File: src/rgbfit_pkg.sv
// Shared types and constants for the RGB image fitness block.
// No dependencies.
`timescale 1ns / 1ps
`default_nettype none

package rgbfit_pkg;

   localparam int PIX_W   = 8;
   localparam int SQ_W    = 18;  // 3 * 255^2 fits in 18 bits
   localparam int RAD_W   = 34;  // radicand: squared sum << 16
   localparam int ROOT_W  = 35;
   localparam int DIST_W  = 17;  // per-pixel distance, Q9.8
   localparam int SUM_W   = 37;  // running total, Q29.8
   localparam int SEEN_W  = 20;
   localparam int PC_W    = 21;
   localparam int FIT_W   = 17;  // Q1.16 fitness
   localparam int REM_W   = SUM_W + 1;
   localparam int STEP_W  = 5;

   localparam int ROOT_STEPS = ROOT_W / 2 + 1;  // 18 root digits
   localparam int DIV_STEPS  = FIT_W;           // 17 quotient bits

   localparam logic [PC_W-1:0]   MAX_PIXELS    = 21'd1048576;
   localparam logic [DIST_W-1:0] PIX_MAX_DIST  = 17'd113068;  // isqrt(3*255^2 << 16)
   localparam logic [ROOT_W-1:0] ROOT_BIT_INIT = {1'b1, {(ROOT_W-1){1'b0}}};

   typedef enum logic [2:0] {
      ST_IDLE,
      ST_ROOT,
      ST_ACCUM,
      ST_MULT,
      ST_DIV_INIT,
      ST_DIVIDE,
      ST_EMIT
   } state_type;

   typedef struct packed {
      logic load;       // capture item, start root
      logic root_step;
      logic accum;
      logic mult;
      logic div_init;
      logic div_step;
      logic out_load;
   } cmd_type;

   typedef struct packed {
      logic last_pixel; // this item completes the image
      logic out_free;   // result register can take a new value
   } status_type;

endpackage

`default_nettype wire

File: src/rgb_image_fitness.sv
// Top level of the RGB image fitness block: sequencer plus datapath.
// Depends on rgbfit_pkg, rgbfit_ctrl, rgbfit_dp.
//
//   channel | direction | handshake             | payload
//   --------+-----------+-----------------------+-------------------------------
//   req     | in        | req_valid / req_stall | candidate and goal RGB pixel
//   rsp     | out       | rsp_valid / rsp_stall | total_distance, fitness
//   csr     | in        | csr_write             | pixel_count (21 bits)
//
// An ordinary pixel is taken with its channel differences squared, then
// runs 18 steps of the restoring square root and one add.
// The pixel that ends an image goes on with a constant multiply for the
// maximum, divider setup, 17 quotient steps and the result load.
// req_stall is low only in the idle state, so a new pixel is taken only
// after the last one is through.
// Reset (synchronous) clears the total, pixel counter and result valid,
// and sets pixel_count to 1048576.
// A result waiting under rsp_stall does not hold up the next pixels; only
// the next image end waits for the result register to free up.
`timescale 1ns / 1ps
`default_nettype none

module rgb_image_fitness import rgbfit_pkg::*; (
   input  wire logic              clock,
   input  wire logic              reset,
   // pixel pairs in
   input  wire logic              req_valid,
   output logic                   req_stall,
   input  wire logic [PIX_W-1:0]  req_cand_red,
   input  wire logic [PIX_W-1:0]  req_cand_green,
   input  wire logic [PIX_W-1:0]  req_cand_blue,
   input  wire logic [PIX_W-1:0]  req_goal_red,
   input  wire logic [PIX_W-1:0]  req_goal_green,
   input  wire logic [PIX_W-1:0]  req_goal_blue,
   // per-image result out
   output logic                   rsp_valid,
   input  wire logic              rsp_stall,
   output logic [SUM_W-1:0]       rsp_total_distance,
   output logic [FIT_W-1:0]       rsp_fitness,
   // pixel count register
   input  wire logic              csr_write,
   input  wire logic [PC_W-1:0]   csr_wdata
);

   cmd_type    cmd;
   status_type status;

   rgbfit_ctrl u_ctrl (
      .clock     (clock),
      .reset     (reset),
      .req_valid (req_valid),
      .req_stall (req_stall),
      .status    (status),
      .cmd       (cmd)
   );

   rgbfit_dp u_dp (
      .clock              (clock),
      .reset              (reset),
      .req_cand_red       (req_cand_red),
      .req_cand_green     (req_cand_green),
      .req_cand_blue      (req_cand_blue),
      .req_goal_red       (req_goal_red),
      .req_goal_green     (req_goal_green),
      .req_goal_blue      (req_goal_blue),
      .csr_write          (csr_write),
      .csr_wdata          (csr_wdata),
      .cmd                (cmd),
      .status             (status),
      .rsp_valid          (rsp_valid),
      .rsp_stall          (rsp_stall),
      .rsp_total_distance (rsp_total_distance),
      .rsp_fitness        (rsp_fitness)
   );

endmodule

`default_nettype wire

File: src/rgbfit_ctrl.sv
// Sequencer for the RGB image fitness block: steps the root and divide loops.
// Depends on rgbfit_pkg.
`timescale 1ns / 1ps
`default_nettype none

module rgbfit_ctrl import rgbfit_pkg::*; (
   input  wire logic       clock,
   input  wire logic       reset,
   input  wire logic       req_valid,
   output logic            req_stall,
   input  wire status_type status,
   output cmd_type         cmd
);

   state_type         state_ff, state_in;
   logic [STEP_W-1:0] cnt_ff, cnt_in;

   always_ff @(posedge clock) begin
      if (reset) begin
         state_ff <= ST_IDLE;
         cnt_ff   <= '0;
      end else begin
         state_ff <= state_in;
         cnt_ff   <= cnt_in;
      end
   end

   always_comb begin
      state_in  = state_ff;
      cnt_in    = cnt_ff;
      cmd       = '0;
      req_stall = 1'b1;
      unique case (state_ff)
         ST_IDLE: begin
            req_stall = 1'b0;
            if (req_valid) begin
               cmd.load = 1'b1;
               cnt_in   = STEP_W'(ROOT_STEPS - 1);
               state_in = ST_ROOT;
            end
         end
         ST_ROOT: begin
            cmd.root_step = 1'b1;
            cnt_in        = cnt_ff - 1'b1;
            if (cnt_ff == '0) state_in = ST_ACCUM;
         end
         ST_ACCUM: begin
            cmd.accum = 1'b1;
            state_in  = status.last_pixel ? ST_MULT : ST_IDLE;
         end
         ST_MULT: begin
            cmd.mult = 1'b1;
            state_in = ST_DIV_INIT;
         end
         ST_DIV_INIT: begin
            cmd.div_init = 1'b1;
            cnt_in       = STEP_W'(DIV_STEPS - 1);
            state_in     = ST_DIVIDE;
         end
         ST_DIVIDE: begin
            cmd.div_step = 1'b1;
            cnt_in       = cnt_ff - 1'b1;
            if (cnt_ff == '0) state_in = ST_EMIT;
         end
         ST_EMIT: begin
            if (status.out_free) begin
               cmd.out_load = 1'b1;
               state_in     = ST_IDLE;
            end
         end
         default: state_in = ST_IDLE;
      endcase
   end

endmodule

`default_nettype wire

File: src/rgbfit_dp.sv
// Datapath: channel squares, bit-serial square root, accumulator,
// fitness divider and result register. Depends on rgbfit_pkg.
`timescale 1ns / 1ps
`default_nettype none

module rgbfit_dp import rgbfit_pkg::*; (
   input  wire logic              clock,
   input  wire logic              reset,
   input  wire logic [PIX_W-1:0]  req_cand_red,
   input  wire logic [PIX_W-1:0]  req_cand_green,
   input  wire logic [PIX_W-1:0]  req_cand_blue,
   input  wire logic [PIX_W-1:0]  req_goal_red,
   input  wire logic [PIX_W-1:0]  req_goal_green,
   input  wire logic [PIX_W-1:0]  req_goal_blue,
   input  wire logic              csr_write,
   input  wire logic [PC_W-1:0]   csr_wdata,
   input  wire cmd_type           cmd,
   output status_type             status,
   output logic                   rsp_valid,
   input  wire logic              rsp_stall,
   output logic [SUM_W-1:0]       rsp_total_distance,
   output logic [FIT_W-1:0]       rsp_fitness
);

   function automatic logic [2*PIX_W-1:0] chan_sq(input logic [PIX_W-1:0] a,
                                                 input logic [PIX_W-1:0] b);
      logic [PIX_W-1:0] d;
      d = (a > b) ? a - b : b - a;
      return {{PIX_W{1'b0}}, d} * {{PIX_W{1'b0}}, d};
   endfunction

   // control/state registers
   logic [PC_W-1:0]   pixel_count_ff;
   logic [SUM_W-1:0]  dsum_ff, dsum_in;
   logic [SEEN_W-1:0] seen_ff, seen_in;
   logic              rsp_valid_ff, rsp_valid_in;

   // payload registers
   logic [RAD_W-1:0]  rem_ff, rem_in;
   logic [ROOT_W-1:0] root_ff, root_in;
   logic [ROOT_W-1:0] bit_ff, bit_in;
   logic [SUM_W-1:0]  tot_ff, tot_in;
   logic [SUM_W-1:0]  maxv_ff, maxv_in;
   logic [REM_W-1:0]  drem_ff, drem_in;
   logic [FIT_W-1:0]  quot_ff, quot_in;
   logic              over_ff, over_in;
   logic [SUM_W-1:0]  rsp_tot_ff, rsp_tot_in;
   logic [FIT_W-1:0]  rsp_fit_ff, rsp_fit_in;

   logic [SQ_W-1:0]        sq;
   logic [ROOT_W:0]        trial;
   logic                   root_ge;
   logic [DIST_W-1:0]      pix_dist;
   logic [SUM_W:0]         sum_wide;
   logic [SUM_W-1:0]       sum_sat;
   logic [PC_W-1:0]        count;
   logic [PC_W-1:0]        pc_eff;
   logic [PC_W+DIST_W-1:0] prod;
   logic                   div_ge;
   logic [REM_W-1:0]       div_sub;

   always_comb begin
      sq = {2'b0, chan_sq(req_cand_red,   req_goal_red)}
         + {2'b0, chan_sq(req_cand_green, req_goal_green)}
         + {2'b0, chan_sq(req_cand_blue,  req_goal_blue)};

      trial    = {1'b0, root_ff} + {1'b0, bit_ff};
      root_ge  = {2'b0, rem_ff} >= trial;
      pix_dist = root_ff[DIST_W-1:0];

      sum_wide = {1'b0, dsum_ff} + {{(SUM_W+1-DIST_W){1'b0}}, pix_dist};
      sum_sat  = sum_wide[SUM_W] ? {SUM_W{1'b1}} : sum_wide[SUM_W-1:0];
      count    = {1'b0, seen_ff} + 1'b1;

      // zero acts as one, anything above the limit as the limit
      if (pixel_count_ff == '0)            pc_eff = PC_W'(1);
      else if (pixel_count_ff > MAX_PIXELS) pc_eff = MAX_PIXELS;
      else                                 pc_eff = pixel_count_ff;

      prod = {{DIST_W{1'b0}}, pc_eff} * {{PC_W{1'b0}}, PIX_MAX_DIST};

      div_ge  = drem_ff >= {1'b0, maxv_ff};
      div_sub = div_ge ? drem_ff - {1'b0, maxv_ff} : drem_ff;

      status.last_pixel = count >= pc_eff;
      status.out_free   = !rsp_valid_ff || !rsp_stall;
   end

   // next values
   always_comb begin
      rem_in     = rem_ff;
      root_in    = root_ff;
      bit_in     = bit_ff;
      dsum_in    = dsum_ff;
      seen_in    = seen_ff;
      tot_in     = tot_ff;
      maxv_in    = maxv_ff;
      drem_in    = drem_ff;
      quot_in    = quot_ff;
      over_in    = over_ff;
      rsp_tot_in = rsp_tot_ff;
      rsp_fit_in = rsp_fit_ff;

      if (cmd.load) begin
         rem_in  = {sq, 16'b0};
         root_in = '0;
         bit_in  = ROOT_BIT_INIT;
      end
      if (cmd.root_step) begin
         if (root_ge) begin
            rem_in  = rem_ff - trial[RAD_W-1:0];
            root_in = (root_ff >> 1) + bit_ff;
         end else begin
            root_in = root_ff >> 1;
         end
         bit_in = bit_ff >> 2;
      end
      if (cmd.accum) begin
         if (status.last_pixel) begin
            tot_in  = sum_sat;
            dsum_in = '0;
            seen_in = '0;
         end else begin
            dsum_in = sum_sat;
            seen_in = count[SEEN_W-1:0];
         end
      end
      if (cmd.mult) maxv_in = prod[SUM_W-1:0];
      if (cmd.div_init) begin
         over_in = tot_ff > maxv_ff;
         drem_in = {1'b0, maxv_ff - tot_ff};
         quot_in = '0;
      end
      if (cmd.div_step) begin
         drem_in = {div_sub[REM_W-2:0], 1'b0};
         quot_in = {quot_ff[FIT_W-2:0], div_ge};
      end
      if (cmd.out_load) begin
         rsp_tot_in = tot_ff;
         rsp_fit_in = over_ff ? '0 : quot_ff;
      end
   end

   always_comb begin
      rsp_valid_in = rsp_valid_ff;
      if (cmd.out_load)                rsp_valid_in = 1'b1;
      else if (rsp_valid_ff && !rsp_stall) rsp_valid_in = 1'b0;
   end

   always_ff @(posedge clock) begin
      if (reset) begin
         pixel_count_ff <= MAX_PIXELS;
         dsum_ff        <= '0;
         seen_ff        <= '0;
         rsp_valid_ff   <= 1'b0;
      end else begin
         if (csr_write) pixel_count_ff <= csr_wdata;
         dsum_ff      <= dsum_in;
         seen_ff      <= seen_in;
         rsp_valid_ff <= rsp_valid_in;
      end
   end

   always_ff @(posedge clock) begin
      rem_ff     <= rem_in;
      root_ff    <= root_in;
      bit_ff     <= bit_in;
      tot_ff     <= tot_in;
      maxv_ff    <= maxv_in;
      drem_ff    <= drem_in;
      quot_ff    <= quot_in;
      over_ff    <= over_in;
      rsp_tot_ff <= rsp_tot_in;
      rsp_fit_ff <= rsp_fit_in;
   end

   assign rsp_valid          = rsp_valid_ff;
   assign rsp_total_distance = rsp_tot_ff;
   assign rsp_fitness        = rsp_fit_ff;

endmodule

`default_nettype wire

File: config.mk
export PLATFORM = sky130hd
export DESIGN_NAME = rgb_image_fitness
export DESIGN_NICKNAME = d
export VERILOG_FILES = /design/src/rgbfit_pkg.sv /design/src/rgb_image_fitness.sv /design/src/rgbfit_ctrl.sv /design/src/rgbfit_dp.sv
export SDC_FILE = /design/constraint.sdc
export NUM_CORES = 2
export LEC_CHECK = 0
export BUFFER_PORTS_ARGS = -buffer_cell sky130_fd_sc_hd__buf_2
export CORE_AREA = 2 2 328 330
export DETAILED_ROUTE_END_ITERATION = 6
export DIE_AREA = 0 0 330 332
export PLACE_DENSITY = 0.5
export SYNTH_ARGS = -nofsm -noshare
export SYNTH_HDL_FRONTEND = slang
export SYNTH_HIERARCHICAL = 1
export SYNTH_SLANG_ARGS = --single-unit
File: constraint.sdc
create_clock -name clock -period 24.2 [get_ports clock]
set_input_delay 0 -clock clock [delete_from_list [all_inputs] [get_ports clock]]
set_output_delay 0 -clock clock [all_outputs]
set_load 0.1 [all_outputs]
==> parameters.txt <==
Parameter                              Value

Outcome
  Run status ... finished, violations left
  Violated checks ... design-rule violations

Synth
  Yosys reg bits ... 356
  Area fraction of the dominant cell type after synthesis ... a little under a fifth
  Yosys cell types ... 92
  Top cells by area, synth ... sky130_fd_sc_hd__edfxtp_1 19%, sky130_fd_sc_hd__ha_1 15%, sky130_fd_sc_hd__fa_1 15%
  Yosys warning total ... 6
  Share of synthesized registers carrying an async set or reset ... 0%
  Post-Syn Area per Cell ... 9.323 um^2
  Post-synthesis sequential area ratio ... around a quarter
  Number of synthesized flops with an enable pin ... around 230
  Synth Instances ... around 4000
  Most area-hungry cell type in the Yosys netlist ... sky130_fd_sc_hd__edfxtp_1
  Top_reg_cell synth ... sky130_fd_sc_hd__edfxtp_1
  Area of the mapped netlist ... approximately 37000 um^2

Setup path
  Startpoint type of the worst setup path ... primary input
  R2R setup slack ... between 15 and 20 ns
  Largest driver fanout on the critical path ... 13
  Cell type of the slowest stage on the worst timing path ... sky130_fd_sc_hd__fa_1
  Critical path's largest stage delay ... approximately 0.55 ns
  Crit Path Category ... primary input to flip-flop
  Length in cells of the worst reg-to-reg path ... 22
  End of the worst register-to-register path ... u_dp/maxv_ff[33]
  Worst Path Required ... roughly 25 ns
  Termination of the worst setup path ... u_dp/rem_ff[33]
  Most used cell, CP ... sky130_fd_sc_hd__fa_1
  Origin of the critical flop-to-flop path ... u_dp/pixel_count_ff[15]
  Capturing element type of the critical path ... flip-flop
  Launching instance or port of the critical path ... req_cand_blue[0]
  Data arrival time of the worst path ... between 8 and 9 ns

Detailed routing
  Remaining design rule violation count ... 28
  Wirelength per Cell ... approximately 17 um
  Vias ... between 20000 and 30000
  Final wirelength ... between 90000 and 100000 um
  Drt via density ... 5.022
  Number of design-rule violations left by the first detailed-router iteration ... 1447
  First drt pass iteration count ... 7
  Detail Route Antenna Nets ... 0

Clock network
  TritonCTS clock tree ... done
  Clock tree buffer depth ... 3
  Total number of H-tree levels ... 2
  Number of setup buffers added after CTS ... 0
  Worst skew pair latency ... 0.65 ns
  Root buf cell ... sky130_fd_sc_hd__clkbuf_16
  Number of clock buffers inserted by TritonCTS ... 46
  # clock sinks ... around 360
  Worst-path clk slew ... about 0.050 ns

Cells and area
  Most common library cell in the layout ignoring fill and taps ... sky130_fd_sc_hd__inv_1
  Synth-to-Final Area Change ... 12.36%
  Share of the core filled with cells ... 39.07%
  Layout cells sized above 1 ... under 10%
  FILL cells ... about 11000
  Most frequent cells in the layout ... 577 x sky130_fd_sc_hd__inv_1, 451 x sky130_fd_sc_hd__ha_1, 281 x sky130_fd_sc_hd__fa_1, 277 x sky130_fd_sc_hd__nor2_1, 244 x sky130_fd_sc_hd__nand2_1
  Final net count ... ~5000

Global routing
  First-pass GRT wire length ... ~150000 um
  All-Layer GR Usage ... roughly 18%
  Via count of the first global-routing pass ... 27970
  Congestion Overflow GR ... 0
  Maximum number of pins on one net before global-route repair ... 68
  Number of antenna violations at the first check in global routing ... 1

STA
  Count of final max-slew check failures ... 0
  RSZ-0062 raised after global routing ... false
  Slew of the pin with the lowest slew margin ... approximately 1.1 ns
  Clock skew after layout ... just under 0.07 ns
  Fin crit share ... a little over a third
  Total setup violations reported at the end of the flow ... 0
  Relative slew margins ... 24.39%
  Final critical path time including I/O delays and setup ... about 8.5 ns
  Aggregate negative setup slack ... 0 ns
  Maximum clock frequency ... between 100 and 150 MHz
  Final hold violation count ... 0

Floorplan
  Die X-Extent ... 330 um
  I/O pin total ... 130
  Area of the core region ... about 110000 um^2
  Die Y-Extent ... 332 um
  Initial core utilization ... 34.78%
  Site row count ... between 100 and 150
  DIE AREA ... approximately 110000 um^2

Run
  Max-capacitance violation count ... 0

Placement
  Global placer's final weighted congestion ... approximately 0.85
  Post-DP HPWL ... around 77000 um
  Port Buffers ... 129

Hold path
  Class of the most critical hold timing path ... primary input to flip-flop
  Startpoint of the most critical hold path ... rsp_stall
worst max-delay path, delay by kind of cell:
family          cells  cell delay, ns
compound gates     13            2.59
xor+xnor            2            0.59
fa+ha+maj          10            4.48
buf+inv             7            0.62
mux                 2            0.44
simple gates        1            0.15
cells by family (layout without fill, tap and decap cells):
kind of cell	after synthesis	after routing	share of synthesized area, %
other	1	4	0.01014
AND/OR/NAND/NOR	993	993	13.23
buffers and inverters	679	894	6.996
flip-flops	356	356	25.59
multiplexers	81	81	2.227
adder cells (fa/ha/maj)	732	732	30.48
AO/OA/AOI/OAI	883	883	15.76
XOR/XNOR	240	240	5.707
synth_stat cells, drive strengths merged (40+ instances only):
library cell and n:
a21o 92, inv 578, mux2i 71, o21bai 41
ha 451, fa 281, a31oi 56, nand3 73
nand2 244, and2 66, nor2b 72, a211oi 40
xnor2 134, nor2 280, dfxtp 123, xor2 106
o21ai 175, edfxtp 233, clkbuf 82, a21oi 221
state kept, by name (all words and copies together) (netlist names), 18 cells and up:
| name | count |
|---|---|
| u_dp/rsp_total_distance | 37 |
| u_dp/bit_ff | 18 |
| u_dp/tot_ff | 37 |
| u_dp/seen_ff | 20 |
| u_dp/rem_ff | 34 |
| u_dp/dsum_ff | 37 |
| u_dp/root_ff | 35 |
| u_dp/maxv_ff | 35 |
| u_dp/pixel_count_ff | 21 |
| u_dp/drem_ff | 38 |
worst min-delay path by stage:
| stage | to | cells past startpoint |
|---|---|---|
| CTS | u_dp/rsp_valid | 4 |
| global route | u_dp/rsp_valid | 4 |
| finish | u_dp/rsp_valid | 4 |
| detailed placement | u_dp/pixel_count_ff[20] | 3 |
| global placement | u_dp/pixel_count_ff[20] | 3 |
| floorplan | u_dp/pixel_count_ff[20] | 2 |
area by class of cell:
type,count,area [um^2],share of cell area [%]
inverter,579,2173,5.232
tap,1403,1755,4.226
timing repair buffer,229,1556,3.747
sequential,356,9459,22.77
clock buffer,58,1269,3.054
clock inverter,28,350.3,0.8434
antenna,2,5.005,0.01205
multi-input combinational,2931,24970,60.11
metal layers:
layer  wire, um  global-route usage (%)
met1      48910                   26.28
met5          0                       0
met4       1810                   3.456
met2      42250                   27.30
met3       3483                   2.114
metrics by stage:
| stage | instances | setup WS [ns] | hold slack, ns | instance area [um^2] |
|---|---|---|---|---|
| after floorplan | 3966 | 16.22 | 0.1262 | 36970 |
| after global placement | 5434 | 15.30 | 0.2279 | 39270 |
| after detailed placement | 5434 | 15.20 | 0.2323 | 39270 |
| after CTS | 5584 | 15.79 | 0.1621 | 41530 |
| after global routing | 5584 | 15.12 | 0.2162 | 41530 |
| final | 5586 | 15.72 | 0.2104 | 41540 |
what timing repair did:
action,4_1_cts,5_1_grt
hold endpoints to repair,41,0
resized for setup,0,0
hold buffers,64,0
Power is left out: the tool's default activity adds up to more than one toggle a clock period on the data nets, which glitch-free logic cannot reach.
